==> config.mk <==
export PLATFORM = sky130hd
export DESIGN_NAME = rlb_queue
export DESIGN_NICKNAME = d
export VERILOG_FILES = /design/src/rtl/rlb_pkg.sv /design/src/rtl/rlb_queue.sv
export SDC_FILE = /design/constraint.sdc
export NUM_CORES = 1
export LEC_CHECK = 0
export BUFFER_PORTS_ARGS = -buffer_cell sky130_fd_sc_hd__buf_2
export CAP_MARGIN = 40
export CORE_UTILIZATION = 50
export CTS_BUF_LIST = sky130_fd_sc_hd__clkbuf_2
export CTS_CLUSTER_DIAMETER = 60
export DETAILED_ROUTE_END_ITERATION = 7
export PLACE_DENSITY = 0.68
export SLEW_MARGIN = 10
export SYNTH_ARGS = -nofsm -noshare
export SYNTH_HDL_FRONTEND = slang
export SYNTH_SLANG_ARGS = --single-unit
==> constraint.sdc <==
create_clock -name clk -period 2.8 [get_ports clk]
set_clock_uncertainty 0.15 [all_clocks]
set_input_delay 0.28 -clock clk [delete_from_list [all_inputs] [get_ports clk]]
set_output_delay 0.28 -clock clk [all_outputs]
set_load 0.1 [all_outputs]
==> src/rtl/rlb_pkg.sv <==
// Shared constants, command types and field widths for the run-length line buffer loader.
`default_nettype none

package rlb_pkg;

  // Line store geometry
  localparam int BUF_BYTES = 4096;
  localparam int ADDR_W    = $clog2(BUF_BYTES);
  localparam int CAP_BITS  = BUF_BYTES * 8;
  localparam int PTR_W     = $clog2(CAP_BITS + 1);

  // Field and counter widths
  localparam int MODE_W  = 2;
  localparam int DATA_W  = 8;
  localparam int RIDX_W  = 12;
  localparam int STAT_W  = 2;
  localparam int FILL_W  = 16;
  localparam int CFG_W   = 13;
  localparam int LEN_W   = 16;
  localparam int CNT_W   = 17;
  localparam int RUN_W   = 15;
  localparam int QUEUE_DEPTH = 4;

  // Input modes
  localparam logic [MODE_W-1:0] MODE_RAW  = 2'd0;
  localparam logic [MODE_W-1:0] MODE_COMP = 2'd1;
  localparam logic [MODE_W-1:0] MODE_READ = 2'd2;

  // Result status codes
  localparam logic [STAT_W-1:0] ST_PENDING  = 2'd0;
  localparam logic [STAT_W-1:0] ST_DONE     = 2'd1;
  localparam logic [STAT_W-1:0] ST_MISMATCH = 2'd2;
  localparam logic [STAT_W-1:0] ST_OVERFLOW = 2'd3;

  // Token fields
  localparam logic [DATA_W-1:0] TOKEN_ONES_BIT = 8'h80;
  localparam logic [DATA_W-1:0] TOKEN_LEN_MASK = 8'h7f;

  typedef enum logic [2:0] {
    CMD_NONE,
    CMD_START,
    CMD_RAW,
    CMD_RUN,
    CMD_READ
  } cmd_kind_t;

  typedef struct packed {
    cmd_kind_t           kind;
    logic                finish;
    logic                mismatch;
    logic                in_range;
    logic                ones;
    logic [DATA_W-1:0]   data;
    logic [ADDR_W-1:0]   addr;
    logic [RUN_W-1:0]    run_len;
  } cmd_t;

endpackage

`default_nettype wire

==> src/rtl/rlb_queue.sv <==
// Short command queue between the frame parser and the line store writer.
`default_nettype none

module rlb_queue (
  input  wire logic     clk,
  input  wire logic     rst,
  input  wire logic     push,
  input  rlb_pkg::cmd_t push_cmd,
  input  wire logic     pop,
  output rlb_pkg::cmd_t head_cmd,
  output logic          full,
  output logic          empty
);
  import rlb_pkg::*;

  localparam int QP_W = $clog2(QUEUE_DEPTH);
  localparam int QC_W = $clog2(QUEUE_DEPTH + 1);

  cmd_t             slots [QUEUE_DEPTH];
  logic [QP_W-1:0]  wr_ptr;
  logic [QP_W-1:0]  rd_ptr;
  logic [QC_W-1:0]  count;

  assign full     = count == QC_W'(QUEUE_DEPTH);
  assign empty    = count == '0;
  assign head_cmd = slots[rd_ptr];

  always_ff @(posedge clk) begin
    if (push) begin
      slots[wr_ptr] <= push_cmd;
    end
  end

  always_ff @(posedge clk) begin
    if (rst) begin
      wr_ptr <= '0;
      rd_ptr <= '0;
      count  <= '0;
    end else begin
      if (push) begin
        wr_ptr <= (wr_ptr == QP_W'(QUEUE_DEPTH - 1)) ? '0 : wr_ptr + QP_W'(1);
      end
      if (pop) begin
        rd_ptr <= (rd_ptr == QP_W'(QUEUE_DEPTH - 1)) ? '0 : rd_ptr + QP_W'(1);
      end
      case ({push, pop})
        2'b10:   count <= count + QC_W'(1);
        2'b01:   count <= count - QC_W'(1);
        default: count <= count;
      endcase
    end
  end

endmodule

`default_nettype wire

==> results_dict.tcl <==
set metrics [dict create \
    vias 3150 \
    ir_drop_v 0.000365 \
    cts_buffers 17 \
    cp_slowest_cell "mux4_2" \
    drcViolationCount 0 \
    status "complete, no violations" \
    max-slew-margin-rel 0.665 \
    ant_nets 0 \
    io_pins 90 \
    hold_viol_final 0 \
    synth_top_family_by_area "multiplexers" \
    critPathArrivalTime_ps 2200 \
    tritoncts "yes" \
    maxCapViolations 0 \
    coreArea_um2 12700 \
    clock_latency_ps 700 \
    cts_root_buf "clkbuf_2" \
    required_ps 2370 \
    nFillCells 937 \
    synth_cell_types 21 \
    cellLeakagePower_uw 0.00281 \
    start_util 0.516 \
    dp_cells 528 \
    path_class "reg2out" \
    routed_wirelength_mm 11.1 \
    pwr-share-comb 0.209 \
    viasPerCell 5.16 \
    dp_hpwl_mm 6.60 \
    final_common_cell "edfxtp_1" \
    crit_path_end_kind "output port" \
    hp-class "in2reg" \
    grt_pass1_wl_mm 16.8 \
    period_share 0.940 \
    cp_max_fo 8 \
    slowest_delay_ps 520 \
    fin_nets 479 \
    power.density_nw_per_um2 681 \
    synth_compound_area_frac 0.00381 \
    area_delta_synth_final_pct 23.0 \
    path_delay_family "multiplexers" \
    ys_ff_latch 177 \
    finalPower_uw 5500 \
    layout_min_cycle_time_ps 2630 \
    antenna_found_initial 0 \
    die_h_um 117 \
    antenna_cells 0 \
    final_cells 611 \
    yosysWarnings 0 \
    cts.sink_count 177 \
    synthAdderAreaFrac 0.0145 \
    drt-initial-drc-count 179 \
    p_int_uw 3820 \
    setup_viol 0 \
    overflow 0 \
    synthMuxAreaShare 0.148 \
    cts_buffer_depth 2 \
    swShare 0.306 \
    critPathLaunchType "flip-flop" \
    synthCells 268 \
    rows 41 \
    synth_fp_nets 321 \
    power_switching_uw 1680 \
    grtUsageTotal 0.177 \
    seqPwrFrac 0.554 \
    yosys.area_share.simple 0.0128 \
    clkTransAtPathRegs_ps 220 \
    drive_gt1_frac 0.410 \
    wl_per_cell_um 18.2 \
    max_freq_ghz 0.380 \
    dr.pass1.iters 4 \
    avgSynthCellArea_um2 24.5 \
    rsz0062_at_grt "no" \
    setup_tns_ps 0 \
    tightest_slew_ps 502 \
    fp.dieW_um 117 \
    crit_chain "buf_4, mux4_2, buf_2" \
    yosysSeqAreaShare 0.796 \
    syn_area_um2 6560 \
    grt_max_degree 30 \
    p_clk_frac 0.236 \
    grt_pass1_vias 3299 \
    critPathBufInv 2 \
    cts_max_level 4 \
    die_area_um2 13600 \
    final_cell_mix "edfxtp_1, buf_2, dlygate4sd3_1" \
    synth_xor_area_frac 0.00267 \
    port_buffers 89 \
    maxSlewViolCount 0 \
    gp_congestion 0.662 \
]
-- synth_stat cells, drive strengths merged --
cell    number  area, um^2
and2         4        25.0
mux4        42         953
and3         1        6.26
buf          9         111
inv          7        26.3
fa           1        20.0
or3          1        6.26
ha           6        75.1
nor3         1        5.00
clkbuf       1        3.75
edfxtp     168        5040
mux2i        2        20.0
xor2         2        17.5
nor2         7        26.3
dfxtp        9         180
nor3b        2        15.0
a21oi        4        20.0
o21ai        1        5.00
-- flip-flops by register name (all words and copies together), names as in the netlist, named ones only --
name,count
slots,168
count,3
rd_ptr,2
wr_ptr,2
-- area by class of cell --
| cell class | count | area, um^2 | area share |
|---|---|---|---|
| Inverter | 7 | 26.3 | 0.00325 |
| Sequential cell | 177 | 5230 | 0.648 |
| Clock inverter | 12 | 141 | 0.0175 |
| Multi-Input combinational cell | 74 | 1200 | 0.149 |
| Tap cell | 172 | 215 | 0.0267 |
| Clock buffer | 20 | 100 | 0.0124 |
| Timing Repair Buffer | 149 | 1150 | 0.143 |
-- kinds of logic (layout without fill, tap and decap cells) --
group	count (synthesis)	count (layout)
flops	177	177
xor+xnor	2	2
buf+inv	17	188
simple gates	16	16
compound gates	5	5
fa+ha+maj	7	7
mux	44	44
-- worst register-to-register path: cells and delay by family (launching register included) --
kind                     cells  cell delay [ps]
AND/OR/NAND/NOR              1              310
adder cells (fa/ha/maj)      1              440
buffers and inverters        2              640
flip-flops                   1              430
AO/OA/AOI/OAI                1              130
XOR/XNOR                     1              160
-- repair_timing --
| action | in CTS | in global routing |
|---|---|---|
| endpoints found under the hold margin | 177 | 0 |
| gates resized for setup | 4 | 39 |
| setup endpoints to repair | 39 | 20 |
| buffers inserted | 4 | 0 |
| hold buffers | 47 | 0 |
-- layer usage --
layer,part of all wire,track usage
met1,0.44,0.234
met3,0.051,0.0483
met4,0.014,0.0810
met2,0.50,0.275
met5,0,0
-- power by group through the flow --
stage,Sequential [uW],Combinational [uW],Clock (uW)
floorplan,3090,894,0
global placement,3110,1050,0
detailed placement,3120,1060,0
CTS,3050,1140,1330
global route,3060,1210,1430
finish,3050,1150,1300
-- metrics by stage --
stage          instance area (um^2)  hold WS, ps  utilization  setup WS [ps]
2_1_floorplan                  6570          199            -            682
3_3_place_gp                   7250          341        0.570            579
3_5_place_dp                   7250          348        0.570            578
4_1_cts                        8010         71.5        0.630          0.807
5_1_grt                        8070         84.3        0.635           3.84
6_report                       8070          159        0.635            168
-- worst paths after layout --
check	from	end	slack [ps]	cells after the start
max reg2reg	count[0]	count[2]	510	6
min reg2reg	count[1]	count[1]	400	2
max	flip-flop	head_cmd[23]	170	3
min	push_cmd[30]	slots[0][30]	160	2
Power figures use the tool's default switching activity.
