## src/rtl/rlb_pkg.sv

```systemverilog
// Shared constants, command types and field widths for the run-length line buffer loader.
`default_nettype none

package rlb_pkg;

  // Line store geometry
  localparam int BUF_BYTES = 4096;
  localparam int ADDR_W    = $clog2(BUF_BYTES);
  localparam int CAP_BITS  = BUF_BYTES * 8;
  localparam int PTR_W     = $clog2(CAP_BITS + 1);

  // Field and counter widths
  localparam int MODE_W  = 2;
  localparam int DATA_W  = 8;
  localparam int RIDX_W  = 12;
  localparam int STAT_W  = 2;
  localparam int FILL_W  = 16;
  localparam int CFG_W   = 13;
  localparam int LEN_W   = 16;
  localparam int CNT_W   = 17;
  localparam int RUN_W   = 15;
  localparam int QUEUE_DEPTH = 4;

  // Input modes
  localparam logic [MODE_W-1:0] MODE_RAW  = 2'd0;
  localparam logic [MODE_W-1:0] MODE_COMP = 2'd1;
  localparam logic [MODE_W-1:0] MODE_READ = 2'd2;

  // Result status codes
  localparam logic [STAT_W-1:0] ST_PENDING  = 2'd0;
  localparam logic [STAT_W-1:0] ST_DONE     = 2'd1;
  localparam logic [STAT_W-1:0] ST_MISMATCH = 2'd2;
  localparam logic [STAT_W-1:0] ST_OVERFLOW = 2'd3;

  // Token fields
  localparam logic [DATA_W-1:0] TOKEN_ONES_BIT = 8'h80;
  localparam logic [DATA_W-1:0] TOKEN_LEN_MASK = 8'h7f;

  typedef enum logic [2:0] {
    CMD_NONE,
    CMD_START,
    CMD_RAW,
    CMD_RUN,
    CMD_READ
  } cmd_kind_t;

  typedef struct packed {
    cmd_kind_t           kind;
    logic                finish;
    logic                mismatch;
    logic                in_range;
    logic                ones;
    logic [DATA_W-1:0]   data;
    logic [ADDR_W-1:0]   addr;
    logic [RUN_W-1:0]    run_len;
  } cmd_t;

endpackage

`default_nettype wire

```

## src/rtl/rlb_front.sv

```systemverilog
// Front end: frame parser that turns each beat into one command for the back end.
`default_nettype none

module rlb_front (
  input  wire logic                        clk,
  input  wire logic                        rst,
  input  wire logic                        cfg_wen,
  input  wire logic [rlb_pkg::CFG_W-1:0]   cfg_wdata,
  input  wire logic                        in_valid,
  output logic                             in_ready,
  input  wire logic [rlb_pkg::MODE_W-1:0]  mode,
  input  wire logic [rlb_pkg::DATA_W-1:0]  data_byte,
  input  wire logic [rlb_pkg::RIDX_W-1:0]  read_index,
  input  wire logic                        queue_full,
  output logic                             cmd_push,
  output rlb_pkg::cmd_t                    cmd
);
  import rlb_pkg::*;

  typedef enum logic [1:0] {
    PH_LEN_HI,
    PH_LEN_LO,
    PH_RAW,
    PH_COMP
  } phase_t;

  phase_t            phase, phase_next;
  logic [CFG_W-1:0]  line_bytes;
  logic [LEN_W-1:0]  frame_length, frame_length_next;
  logic [CNT_W-1:0]  byte_count, byte_count_next;
  logic [DATA_W-1:0] token_high, token_high_next;
  logic [CNT_W-1:0]  count_inc;
  logic [LEN_W-1:0]  len_full;
  logic              accept;

  assign in_ready  = !queue_full;
  assign accept    = in_valid && in_ready;
  assign cmd_push  = accept;
  assign count_inc = byte_count + CNT_W'(1);
  assign len_full  = {frame_length[LEN_W-1:DATA_W], data_byte};

  always_comb begin
    phase_next        = phase;
    frame_length_next = frame_length;
    byte_count_next   = byte_count;
    token_high_next   = token_high;
    cmd               = '0;
    cmd.kind          = CMD_NONE;
    if (mode == MODE_READ) begin
      cmd.kind     = CMD_READ;
      cmd.addr     = ADDR_W'(read_index);
      cmd.in_range = 32'(read_index) < BUF_BYTES;
    end else if (mode == MODE_RAW || mode == MODE_COMP) begin
      case (phase)
        PH_LEN_HI: begin
          frame_length_next = {data_byte, 8'h00};
          phase_next        = PH_LEN_LO;
        end
        PH_LEN_LO: begin
          frame_length_next = len_full;
          byte_count_next   = '0;
          token_high_next   = '0;
          cmd.kind          = CMD_START;
          if (mode == MODE_RAW) begin
            if (len_full != LEN_W'(line_bytes)) begin
              cmd.mismatch = 1'b1;
              phase_next   = PH_LEN_HI;
            end else if (len_full == '0) begin
              cmd.finish = 1'b1;
              phase_next = PH_LEN_HI;
            end else begin
              phase_next = PH_RAW;
            end
          end else begin
            if (len_full == '0) begin
              cmd.finish = 1'b1;
              phase_next = PH_LEN_HI;
            end else begin
              phase_next = PH_COMP;
            end
          end
        end
        PH_RAW: begin
          cmd.kind        = CMD_RAW;
          cmd.data        = data_byte;
          cmd.addr        = ADDR_W'(byte_count);
          cmd.in_range    = byte_count < CNT_W'(BUF_BYTES);
          byte_count_next = count_inc;
          cmd.finish      = count_inc >= CNT_W'(frame_length);
          if (cmd.finish) begin
            phase_next = PH_LEN_HI;
          end
        end
        PH_COMP: begin
          byte_count_next = count_inc;
          if (count_inc[0]) begin
            token_high_next = data_byte;
          end else begin
            cmd.kind    = CMD_RUN;
            cmd.ones    = (token_high & TOKEN_ONES_BIT) != '0;
            cmd.run_len = {7'(token_high & TOKEN_LEN_MASK), data_byte};
            cmd.finish  = count_inc >= CNT_W'(frame_length);
            if (cmd.finish) begin
              phase_next = PH_LEN_HI;
            end
          end
        end
        default: begin
          phase_next = PH_LEN_HI;
        end
      endcase
    end
  end

  always_ff @(posedge clk) begin
    if (rst) begin
      phase        <= PH_LEN_HI;
      line_bytes   <= '0;
      frame_length <= '0;
      byte_count   <= '0;
      token_high   <= '0;
    end else begin
      if (cfg_wen) begin
        line_bytes <= cfg_wdata;
      end
      if (accept) begin
        phase        <= phase_next;
        frame_length <= frame_length_next;
        byte_count   <= byte_count_next;
        token_high   <= token_high_next;
      end
    end
  end

endmodule

`default_nettype wire

```

## config.mk

```make
export PLATFORM = sky130hd
export DESIGN_NAME = rlb_front
export DESIGN_NICKNAME = d
export VERILOG_FILES = /design/src/rtl/rlb_pkg.sv /design/src/rtl/rlb_front.sv
export SDC_FILE = /design/constraint.sdc
export NUM_CORES = 1
export LEC_CHECK = 0
export BUFFER_PORTS_ARGS = -buffer_cell sky130_fd_sc_hd__buf_2
export CORE_MARGIN = 10
export CORE_UTILIZATION = 35
export DETAILED_ROUTE_END_ITERATION = 7
export MAX_ROUTING_LAYER = met4
export PLACE_DENSITY = 0.57
export SYNTH_ARGS = -nofsm -noshare
export SYNTH_HDL_FRONTEND = slang
export SYNTH_SLANG_ARGS = --single-unit
```

## constraint.sdc

```tcl
create_clock -name clk -period 3.24 [get_ports clk]
set_input_delay 0.324 -clock clk [delete_from_list [all_inputs] [get_ports clk]]
set_output_delay 0.324 -clock clk [all_outputs]
set_load 0.05 [all_outputs]
```

==> Implementation_results.wiki, run 1 <==
{| class="wikitable"
! Metric !! Value
|-
| Number of global-route vias before repair || 3465
|-
| Setup TNS || -0.0976 ns
|-
| Library cell contributing the largest single delay on the critical path || dfxtp_4
|-
| CTS root buffer || clkbuf_8
|-
| Maximum fanout along the worst path || 4
|-
| First-pass GRT wire length || 17.8 mm
|-
| Mapped Area || 3510 um2
|-
| DIE WIDTH || 120 um
|-
| Top cell family by delay on the critical path || simple AND/OR/NAND/NOR gates
|-
| Iter 0 DRT Violations || 255
|-
| Placement-stage worst setup slack || -0.0397 ns
|-
| Min setup slack post-route || -0.0976 ns
|-
| Synth top area cells || dfxtp_1 (32%), a21oi_1 (6.1%), ha_1 (6.1%), xnor2_1 (5.7%), and2_1 (4.6%)
|-
| Capturing element of the worst setup path || cmd[38]
|-
| Portion of the post-synthesis area used by sequential elements || 0.320
|-
| Effective utilization at floorplan || 0.359
|-
| FF/Latch Area || 1150 um2
|-
| Worst EP arrival || 3.01 ns
|-
| Source-to-sink clock delay at the later pin of the worst-skew pair || 0.33 ns
|-
| Number of levels the H-tree was split into || 2
|-
| Type of the worst min-delay path || input port to flip-flop
|-
| Count of standard-cell rows || 36
|-
| Number of buffers added by the clock tree synthesis step || 5
|-
| Proportion of register bits with asynchronous set or reset after synthesis || 0
|-
| Cell area after placement || 4110 um2
|-
| Antenna violations before repair || 0
|-
| Final hold slack || 0.223 ns
|-
| Maxcap violations || 0
|-
| Hpwl dp || 8.16 mm
|-
| Chip Height || 120 um
|-
| Routed WL per cell || 16.8 um
|-
| Count of fill cells added during filler insertion || 984
|-
| Count of buffering cells on the critical path with inverters included || 3
|-
| Global placer's final weighted congestion || 0.939
|-
| Share of the cycle needed by the critical path after routing || 1.03
|-
| Count of placed standard cells including taps || 652
|-
| Final hold violations || 0
|-
| Post-layout instance count excluding filler cells || 682
|-
| Worst IR Drop VDD || 0.000167 V
|-
| Number of vias in the routed layout || 3616
|-
| Syn avg cell area || 7.81 um2
|-
| Proportion of netlist area held by the largest area contributor || 0.320
|-
| Synthesis-stage register bit count || 56
|-
| Area of the core || 9770 um2
|-
| Fin area || 4580 um2
|-
| Top-level port count || 84
|-
| Number of distinct library cell variants in the gate-level netlist after synthesis || 48
|-
| Cell breakdown of the critical path || nand4_4, buf_6, nor2_4, nand4_1, xnor2_2, ha_1, nand4_1, buf_4, nor4_4, a211oi_2, o211ai_1, o2bb2ai_1, buf_4
|-
| Detail Route Antenna Nets || 0
|-
| Status || finished, violations left
|-
| R2R setup slack || 0.52 ns
|-
| Buffer depth of the longest clock path || 2
|-
| Number of buffer cells added on primary ports || 83
|-
| Endpoint of the worst-slack reg-to-reg timing path || phase[1]
|-
| Die ar. || 14400 um2
|-
| Footprint of the multi-input gates || 2340 um2
|-
| Hold buffers post-CTS || 0
|-
| Worst path depth || 13
|-
| Setup-violating endpoint count in the final report || 1
|-
| Beginning of the worst register-to-register path || byte_count[6]
|-
| Total count of max-transition violations in the final report || 0
|-
| Post-Synthesis Net Count || 506
|-
| Routed wire length || 11.5 mm
|-
| Clock period minus final worst setup slack || 3.34 ns
|-
| Final standard cell utilization of the core || 0.468
|-
| Violations in the final reports || setup timing
|-
| DRC Markers || 0
|-
| Global-route total usage across every layer || 0.153
|-
| Diode count || 0
|-
| Leakage power total || 1.95 nW
|-
| Kind of start point of the critical path || flip-flop
|-
| Clk sink count || 56
|-
| RSZ-0062 raised after global routing || yes
|-
| Number of enable-type register cells in the synthesized netlist || 0
|-
| Largest net degree at the start of global routing || 57
|-
| Delay of the slowest critical-path stage || 0.40 ns
|-
| Critical path class || flip-flop to output pin
|-
| Warning count from the yosys run || 0
|-
| DR vias/cell || 5.30
|-
| Largest area contributor in the synthesized netlist || dfxtp_1
|-
| Slew Limit Headroom || 0.107
|-
| Max Clk Rate || 300 MHz
|-
| Total power per unit cell area || 305 nW/um2
|-
| Tot Pwr || 1.40 mW
|-
| Post-synthesis to final-layout area growth || 30.5%
|-
| Proportion of layout cells with a drive suffix above 1 || 0.306
|-
| Sum of overflow across all layers after global routing || 0
|-
| Clock-pin slew reported for the worst setup and hold paths after clock tree synthesis || 0.12 ns
|-
| Data required time of the worst path || 2.92 ns
|-
| CP startpoint || byte_count[6]
|-
| Path depth of the worst reg2reg path || 13
|-
| Slew at the pin with the worst max-slew slack || 1.33 ns
|-
| # nets final || 605
|-
| Most used flip-flop cell after synthesis || dfxtp_1
|-
| CTS tree || built
|-
| Nature of the critical path endpoint || output pin
|-
| Final clock skew || 0.00743 ns
|-
| Number of cells produced by synthesis || 449
|-
| Router iterations before antenna repair || 5
|}
worst min-delay path: cells and delay by family:
family	cells	cell delay (ns)
buf+inv	1	0.08
mux	1	0.05
simple gates	1	0.07
final cells by class:
type	instances	share of cell area
clock inverters	3	0.00629
multi-input cells	339	0.511
flip-flops and latches	56	0.252
well taps	133	0.0363
inverters	22	0.0180
repair buffers	124	0.162
clock buffers	5	0.0150
cell usage after synthesis, types with 3 or more instances:
cell and number:
and2_1 26, a211oi_1 5, buf_1 3, clkbuf_1 23, nand2_1 35, ha_1 17, a31oi_1 5, nor2_1 41
a21oi_1 43, nand4_1 10, a21o_1 3, nor3_1 9, dfxtp_1 56, o21ai_0 22, nand2b_1 4, a22oi_1 4
xor2_1 5, nand3_1 23, inv_1 22, xnor2_1 23, buf_2 5, nor4_1 6, a22o_1 12, mux2i_1 13
or3_1 6
routing by layer:
metal / GRT usage / share of wire / up-vias
met2: 0.261 / 0.52 / 116
met4: 0.0422 / 0.019 / 0
met5: - / 0 / -
met3: 0.0131 / 0.046 / 15
li1: - / - / 1769
met1: 0.189 / 0.42 / 1716
cell usage in the layout, fill, tap and decap left out, types with 3 or more instances in the layout:
master / instances
o21ai_1: 4
a211oi_1: 3
buf_4: 38
nand4_1: 10
xnor2_2: 4
nor3_1: 8
inv_1: 22
and2_1: 26
buf_6: 4
dfxtp_4: 8
a21oi_1: 43
dfxtp_1: 47
o21ai_0: 19
nand3_2: 3
mux2i_1: 13
clkbuf_8: 5
nand2_1: 35
a22o_1: 12
a31oi_1: 5
a21o_1: 3
or3_1: 5
a22oi_1: 4
buf_2: 82
xor2_1: 4
nor2_1: 40
nand3_1: 20
nand2b_1: 4
nor4_1: 5
ha_1: 15
xnor2_1: 19
repair_timing:
action,CTS,global route
gates resized for setup,25,26
pin swaps,6,24
setup buffers,6,17
endpoints found under the setup margin,1,1
cells by family (layout without fill, tap and decap cells):
| group | Yosys count | count (layout) | synth area share |
|---|---|---|---|
| fa+ha+maj | 17 | 17 | 0.0606 |
| xor+xnor | 28 | 28 | 0.0699 |
| buf+inv | 54 | 154 | 0.0599 |
| flops | 56 | 56 | 0.320 |
| simple gates | 174 | 174 | 0.265 |
| mux | 13 | 13 | 0.0371 |
| compound gates | 107 | 107 | 0.188 |
state kept, by name (all words and copies together), names as in the netlist:
name	flops
phase	2
line_bytes	13
byte_count	17
frame_length	16
token_high	8
how the worst min path moves through the flow:
stage                              from        endpoint  cells after the start
after floorplan           token_high[0]   token_high[0]                      2
after global placement    token_high[2]   token_high[2]                      2
after detailed placement  token_high[4]   token_high[4]                      2
after CTS                 cfg_wdata[10]  line_bytes[10]                      3
after global routing      cfg_wdata[10]  line_bytes[10]                      3
final                     cfg_wdata[10]  line_bytes[10]                      3
where the power goes:
part / internal, mW / leakage [nW] / switching, mW / total [mW]
Sequential: 0.698 / 0.461 / 0.0175 / 0.716
Combinational: 0.0917 / 1.44 / 0.158 / 0.250
Clock: 0.164 / 0.0511 / 0.268 / 0.432
Total: 0.954 / 1.95 / 0.444 / 1.40
Power figures use the tool's default switching activity.
==> run 2: changes to the inputs <==
Settings changed: CORE_MARGIN 10 to 2.
==> run 2 against run 1 <==
  * The run now ends clean
  * Register-to-register slack better by 0.08 ns
  * Sequential power hardly changed
  * Via count is 2.9% lower
  * Critical path depth is 1 lower
  * Hold slack better by 0.0064 ns
  * Clock skew is 0.0013 ns lower
  * Cell area is 4.0% lower
  * Clock-buffer cell count stayed put
==> Implementation_results.wiki, run 2 (synthesized netlist as in run 1, its figures left out) <==
{| class="wikitable"
! Metric !! Value
|-
| Delay of the slowest critical-path stage || 0.40 ns (about the same)
|-
| Number of global-route vias before repair || 3274 (was 3465)
|-
| # nets final || 594 (was 605)
|-
| Critical path class || flip-flop to output pin (unchanged)
|-
| Largest registers || byte_count: 17 flops, frame_length: 16 flops, line_bytes: 13 flops (unchanged)
|-
| Count of fill cells added during filler insertion || 994 (was 984)
|-
| Largest net degree at the start of global routing || 57 (unchanged)
|-
| Data required time of the worst path || 2.92 ns (about the same)
|-
| Cell repeated most along the worst path || buf_4
|-
| Global-route total usage across every layer || 0.193 (was 0.153)
|-
| CP startpoint || byte_count[6] (unchanged)
|-
| Maximum fanout along the worst path || 5 (was 4)
|-
| Most flop-heavy register || byte_count (unchanged)
|-
| Effective utilization at floorplan || 0.359 (unchanged)
|-
| Final clock skew || 0.00616 ns (was 0.00743 ns)
|-
| Switching Fraction || 0.310 (was 0.317)
|-
| Tot Pwr || 1.37 mW (was 1.40 mW)
|-
| Routed wire length || 10.4 mm (was 11.5 mm)
|-
| Nature of the critical path endpoint || output pin (unchanged)
|-
| Buffer depth of the longest clock path || 2 (unchanged)
|-
| Number of flip-flops in the largest register || 17 (unchanged)
|-
| Die ar. || 10800 um2 (was 14400 um2)
|-
| Min-Delay Startpoint || cfg_wdata[10] (unchanged)
|-
| Routed WL per cell || 15.6 um (was 16.8 um)
|-
| Slew Limit Headroom || 0.127 (was 0.107)
|-
| DIE WIDTH || 104 um (was 120 um)
|-
| DR vias/cell || 5.23 (was 5.30)
|-
| Cell breakdown of the critical path || nand4_4, buf_4, nor2_4, nand3_1, xnor2_1, ha_1, a211oi_1, o21ai_0, a211oi_2, o211ai_1, o2bb2ai_1, buf_4 (was nand4_4, buf_6, nor2_4, nand4_1, xnor2_2, ha_1, nand4_1, buf_4, nor4_4, a211oi_2, o211ai_1, o2bb2ai_1, buf_4)
|-
| Sum of overflow across all layers after global routing || 0 (unchanged)
|-
| Number of levels the H-tree was split into || 2 (unchanged)
|-
| Setup-violating endpoint count in the final report || 0 (was 1)
|-
| RSZ-0062 raised after global routing || yes (unchanged)
|-
| Worst EP arrival || 2.87 ns (was 3.01 ns)
|-
| Proportion of layout cells with a drive suffix above 1 || 0.279 (was 0.306)
|-
| CTS root buffer || clkbuf_8 (unchanged)
|-
| Leakage power total || 1.86 nW (was 1.95 nW)
|-
| Number of buffer cells added on primary ports || 83 (unchanged)
|-
| Final hold violations || 0 (unchanged)
|-
| First-pass GRT wire length || 16.7 mm (was 17.8 mm)
|-
| Count of standard-cell rows || 36 (unchanged)
|-
| Detail Route Antenna Nets || 0 (unchanged)
|-
| Global placer's final weighted congestion || 0.833 (was 0.939)
|-
| Hpwl dp || 7.53 mm (was 8.16 mm)
|-
| Clock-pin slew reported for the worst setup and hold paths after clock tree synthesis || 0.11 ns (was 0.12 ns)
|-
| Share of the cycle needed by the critical path after routing || 0.984 (was 1.03)
|-
| Max Clk Rate || 314 MHz (was 300 MHz)
|-
| Final standard cell utilization of the core || 0.449 (was 0.468)
|-
| Post-synthesis to final-layout area growth || 25.2% (was 30.5%)
|-
| Clock period minus final worst setup slack || 3.19 ns (was 3.34 ns)
|-
| Leading cell types in the layout, fill and taps excluded || buf_2 (82), dfxtp_1 (47), a21oi_1 (43) (unchanged)
|-
| Number of vias in the routed layout || 3511 (was 3616)
|-
| Iter 0 DRT Violations || 230 (was 255)
|-
| Kind of start point of the critical path || flip-flop (unchanged)
|-
| Total power per unit cell area || 312 nW/um2 (was 305 nW/um2)
|-
| Clk sink count || 56 (unchanged)
|-
| Cell internal pwr || 0.944 mW (was 0.954 mW)
|-
| Antenna violations before repair || 0 (unchanged)
|-
| Seq pwr share || 0.524 (was 0.512)
|-
| Top-level port count || 84 (unchanged)
|-
| Library cell contributing the largest single delay on the critical path || dfxtp_2 (was dfxtp_4)
|-
| Area of the core || 9770 um2 (unchanged)
|-
| Net switching power figure || 0.425 mW (was 0.444 mW)
|-
| Router iterations before antenna repair || 4 (was 5)
|-
| Source-to-sink clock delay at the later pin of the worst-skew pair || 0.32 ns (was 0.33 ns)
|-
| FF/Latch Area || 1150 um2 (about the same)
|-
| CTS tree || built (unchanged)
|-
| Type of the worst min-delay path || input port to flip-flop (unchanged)
|-
| Most frequent standard cell in the layout excluding fill and tap cells || buf_2 (unchanged)
|-
| Gate power share || 0.176 (was 0.179)
|-
| Clock power share || 0.300 (was 0.309)
|-
| Footprint of the multi-input gates || 2260 um2 (was 2340 um2)
|-
| DRC Markers || 0 (unchanged)
|-
| Worst IR Drop VDD || 0.000163 V (was 0.000167 V)
|-
| Setup TNS || 0 ns (was -0.0976 ns)
|-
| Maxcap violations || 0 (unchanged)
|-
| Number of buffers added by the clock tree synthesis step || 5 (unchanged)
|-
| Diode count || 0 (unchanged)
|-
| Chip Height || 104 um (was 120 um)
|-
| Total count of max-transition violations in the final report || 0 (unchanged)
|-
| Beginning of the worst register-to-register path || byte_count[6] (unchanged)
|-
| Slew at the pin with the worst max-slew slack || 1.30 ns (was 1.33 ns)
|-
| Status || complete, no violations (was finished, violations left)
|}
run 2: changes by cell type in the layout (fill, tap and decap cells not counted), moves of 2 or more:
cell     before  now
o21ai_1       4    1
buf_4        38   31
o21ai_0      19   21
xnor2_1      19   22
buf_6         4    0
nand3_1      20   22
xnor2_2       4    1
run 2: final cells by class:
type | instances | area share
Multi-Input combinational cell | 339 | 0.514
Sequential cell | 56 | 0.262
Timing Repair Buffer | 113 | 0.146
Tap cell | 133 | 0.0379
Inverter | 22 | 0.0188
Clock buffer | 5 | 0.0157
Clock inverter | 3 | 0.00513
run 2: worst paths after layout:
check	endpoint	depth (start not counted)	slack, ns
worst max-delay path	cmd[38]	12	0.05
worst min-delay path	line_bytes[10]	3	0.23
worst max register to register	phase[1]	12	0.60
worst min register to register	token_high[4]	2	0.45
run 2: power by group through the flow:
| stage | Sequential [mW] | Combinational [mW] | Clock (mW) |
|---|---|---|---|
| finish | 0.718 | 0.242 | 0.410 |
| global route | 0.720 | 0.263 | 0.443 |
| CTS | 0.720 | 0.237 | 0.421 |
| detailed placement | 0.739 | 0.230 | 0 |
| global placement | 0.739 | 0.228 | 0 |
| floorplan | 0.729 | 0.158 | 0 |
run 2: repair_timing:
item,CTS,global route
setup endpoints to repair,1,1
buffers inserted,5,7
gates resized for setup,21,13
pin swaps,5,11
hold buffers,0,0
run 2: worst max-delay path: cells and delay by family, from the launching register on:
family / cells / cell delay, ns
compound gates: 5 / 0.91
xor+xnor: 1 / 0.14
fa+ha+maj: 1 / 0.32
buf+inv: 2 / 0.37
flops: 1 / 0.40
simple gates: 3 / 0.41
run 2: layer usage:
metal / up-vias / global-route usage / part of all wire
met4: 0 / 0.0579 / 0.012
met1: 1649 / 0.257 / 0.45
met2: 101 / 0.313 / 0.49
li1: 1750 / - / -
met3: 11 / 0.0175 / 0.048
met5: - / - / 0
run 2: per-stage QoR:
stage | cells | hold slack (ns) | setup slack (ns) | cell area (um2)
final | 671 | 0.229 | 0.0506 | 4390
after global routing | 671 | 0.231 | -0.157 | 4390
after CTS | 664 | 0.221 | 0.00691 | 4290
after detailed placement | 651 | 0.443 | -0.0273 | 4100
after global placement | 651 | 0.436 | 0.103 | 4100
after floorplan | 449 | 0.427 | 0.126 | 3510
==> run 3: changes to the inputs <==
Clock period 3.24 ns to 4.1 ns, I/O delays scaled along.
==> run 3 against run 2 <==
  * Setup slack improved by 0.24 ns
  * Clock-buffer cell count unchanged
  * Die area stayed put
  * Routed wire length is 7.9% lower
==> Implementation_results.wiki, run 3 (synthesized netlist as in run 1, its figures left out) <==
{| class="wikitable"
! Metric !! Value
|-
| Final clock skew || 0.0135 ns (was 0.00616 ns)
|-
| Cell internal pwr || 0.741 mW (was 0.944 mW)
|-
| Source-to-sink clock delay at the later pin of the worst-skew pair || 0.32 ns (about the same)
|-
| Maxcap violations || 0 (unchanged)
|-
| Antenna violations before repair || 0 (unchanged)
|-
| Chip Height || 104 um (unchanged)
|-
| Clk sink count || 56 (unchanged)
|-
| Net switching power figure || 0.329 mW (was 0.425 mW)
|-
| Number of global-route vias before repair || 3131 (was 3274)
|-
| Sum of overflow across all layers after global routing || 0 (unchanged)
|-
| Largest net degree at the start of global routing || 57 (unchanged)
|-
| DR vias/cell || 5.21 (was 5.23)
|-
| DRC Markers || 0 (unchanged)
|-
| Hold buffers post-CTS || 0 (unchanged)
|-
| Hpwl dp || 7.11 mm (was 7.53 mm)
|-
| Type of the worst min-delay path || input port to flip-flop (unchanged)
|-
| Count of fill cells added during filler insertion || 1043 (was 994)
|-
| Worst IR Drop VDD || 0.000120 V (was 0.000163 V)
|-
| Buffer depth of the longest clock path || 2 (unchanged)
|-
| Clock power share || 0.302 (was 0.300)
|-
| Clock period minus final worst setup slack || 3.81 ns
|-
| Total power per unit cell area || 262 nW/um2 (was 312 nW/um2)
|-
| # nets final || 568 (was 594)
|-
| Count of standard-cell rows || 36 (unchanged)
|-
| RSZ-0062 raised after global routing || no (was yes)
|-
| Most frequent standard cell in the layout excluding fill and tap cells || buf_2 (unchanged)
|-
| Diode count || 0 (unchanged)
|-
| Nature of the critical path endpoint || output pin (unchanged)
|-
| Status || complete, no violations (unchanged)
|-
| First-pass GRT wire length || 16.0 mm (was 16.7 mm)
|-
| Final hold violations || 0 (unchanged)
|-
| Effective utilization at floorplan || 0.359 (unchanged)
|-
| Gate power share || 0.159 (was 0.176)
|-
| Total count of max-transition violations in the final report || 0 (unchanged)
|-
| Routed WL per cell || 14.9 um (was 15.6 um)
|-
| CTS root buffer || clkbuf_8 (unchanged)
|-
| Iter 0 DRT Violations || 139 (was 230)
|-
| Number of flip-flops in the largest register || 17 (unchanged)
|-
| FF/Latch Area || 1120 um2 (was 1150 um2)
|-
| Slew at the pin with the worst max-slew slack || 1.23 ns (was 1.30 ns)
|-
| Max Clk Rate || 263 MHz
|-
| Final hold slack || 0.317 ns (was 0.229 ns)
|-
| Share of the cycle needed by the critical path after routing || 0.929
|-
| Footprint of the multi-input gates || 2180 um2 (was 2260 um2)
|-
| Global-route total usage across every layer || 0.185 (was 0.193)
|-
| Critical path class || flip-flop to output pin (unchanged)
|-
| Most flop-heavy register || byte_count (unchanged)
|-
| Number of vias in the routed layout || 3362 (was 3511)
|-
| Kind of start point of the critical path || flip-flop (unchanged)
|-
| Delay of the slowest critical-path stage || 0.46 ns (was 0.40 ns)
|-
| Largest registers || byte_count: 17 flops, frame_length: 16 flops, line_bytes: 13 flops (unchanged)
|-
| Clock-pin slew reported for the worst setup and hold paths after clock tree synthesis || 0.11 ns (about the same)
|-
| Detail Route Antenna Nets || 0 (unchanged)
|-
| Number of buffers added by the clock tree synthesis step || 5 (unchanged)
|-
| Router iterations before antenna repair || 5 (was 4)
|-
| Data required time of the worst path || 3.69 ns (was 2.92 ns)
|-
| Area of the core || 9770 um2 (unchanged)
|-
| Number of buffer cells added on primary ports || 83 (unchanged)
|-
| Leading cell types in the layout, fill and taps excluded || buf_2 (83), dfxtp_1 (56), a21oi_1 (43) (was buf_2 (82), dfxtp_1 (47), a21oi_1 (43))
|-
| Cell breakdown of the critical path || ha_1, nand3_2, nor2_4, nand3_1, xnor2_1, ha_1, a211oi_1, o21ai_0, a211oi_1, o211ai_1, o2bb2ai_1, buf_2 (was nand4_4, buf_4, nor2_4, nand3_1, xnor2_1, ha_1, a211oi_1, o21ai_0, a211oi_2, o211ai_1, o2bb2ai_1, buf_4)
|-
| Routed wire length || 9.62 mm (was 10.4 mm)
|-
| Switching Fraction || 0.307 (was 0.310)
|-
| Die ar. || 10800 um2 (unchanged)
|-
| Maximum fanout along the worst path || 7 (was 5)
|-
| Post-synthesis to final-layout area growth || 16.6% (was 25.2%)
|-
| CTS tree || built (unchanged)
|-
| Number of levels the H-tree was split into || 2 (unchanged)
|-
| Top-level port count || 84 (unchanged)
|-
| Leakage power total || 1.71 nW (was 1.86 nW)
|-
| Library cell contributing the largest single delay on the critical path || dfxtp_1 (was dfxtp_2)
|-
| Setup TNS || 0 ns (unchanged)
|-
| Setup-violating endpoint count in the final report || 0 (unchanged)
|-
| Worst EP arrival || 3.40 ns (was 2.87 ns)
|-
| Proportion of layout cells with a drive suffix above 1 || 0.205 (was 0.279)
|-
| Global placer's final weighted congestion || 0.816 (was 0.833)
|-
| DIE WIDTH || 104 um (unchanged)
|-
| Seq pwr share || 0.539 (was 0.524)
|-
| Slew Limit Headroom || 0.178 (was 0.127)
|}
-- run 3: layout make-up --
cell class | instances | share of cell area
Clock buffer | 5 | 0.0168
Clock inverter | 3 | 0.00551
Inverter | 22 | 0.0202
Multi-Input combinational cell | 339 | 0.534
Sequential cell | 56 | 0.274
Tap cell | 133 | 0.0407
Timing Repair Buffer | 87 | 0.109
-- run 3: critical path: cells and delay by family, from the launching register on --
family | cells | cell delay (ns)
AND/OR/NAND/NOR | 3 | 0.61
buffers and inverters | 1 | 0.22
adder cells (fa/ha/maj) | 2 | 0.61
AO/OA/AOI/OAI | 5 | 1.03
flip-flops | 1 | 0.46
XOR/XNOR | 1 | 0.16
-- run 3: repair_timing --
item | 4_1_cts | 5_1_grt
endpoints found under the setup margin | 0 | 1
setup buffers | 0 | 1
resized for setup | 0 | 2
-- run 3: power groups by stage --
stage,clock network (mW),registers [mW],logic (mW)
2_1_floorplan,0,0.576,0.125
3_3_place_gp,0,0.589,0.169
3_5_place_dp,0,0.589,0.170
4_1_cts,0.328,0.576,0.171
5_1_grt,0.357,0.580,0.186
6_report,0.323,0.577,0.170
-- run 3: layer usage --
layer	share of wire	vias to the layer above	global-route usage
met5	0	-	-
met4	0.013	0	0.0521
met3	0.045	10	0.0226
met2	0.48	69	0.298
met1	0.46	1585	0.245
li1	-	1698	-
-- run 3: path summary, 6_finish.rpt --
| path | startpoint | end | depth (start not counted) | slack [ns] |
|---|---|---|---|---|
| worst min-delay path | cfg_wdata[1] | line_bytes[1] | 3 | 0.32 |
| worst max register to register | byte_count[1] | phase[1] | 11 | 1.10 |
| worst min register to register | token_high[4] | token_high[4] | 2 | 0.45 |
| worst max-delay path | byte_count[1] | cmd[38] | 12 | 0.29 |
-- run 3: per-stage QoR --
step                cells  total power [mW]  setup WS [ns]  utilization  cell area [um2]
global placement      636             0.758          0.603        0.408             3990
finish                645              1.07          0.293        0.418             4090
global route          645              1.12         0.0462        0.418             4090
floorplan             449             0.701          0.900            -             3510
CTS                   644              1.08          0.137        0.417             4080
detailed placement    636             0.759          0.510        0.408             3990
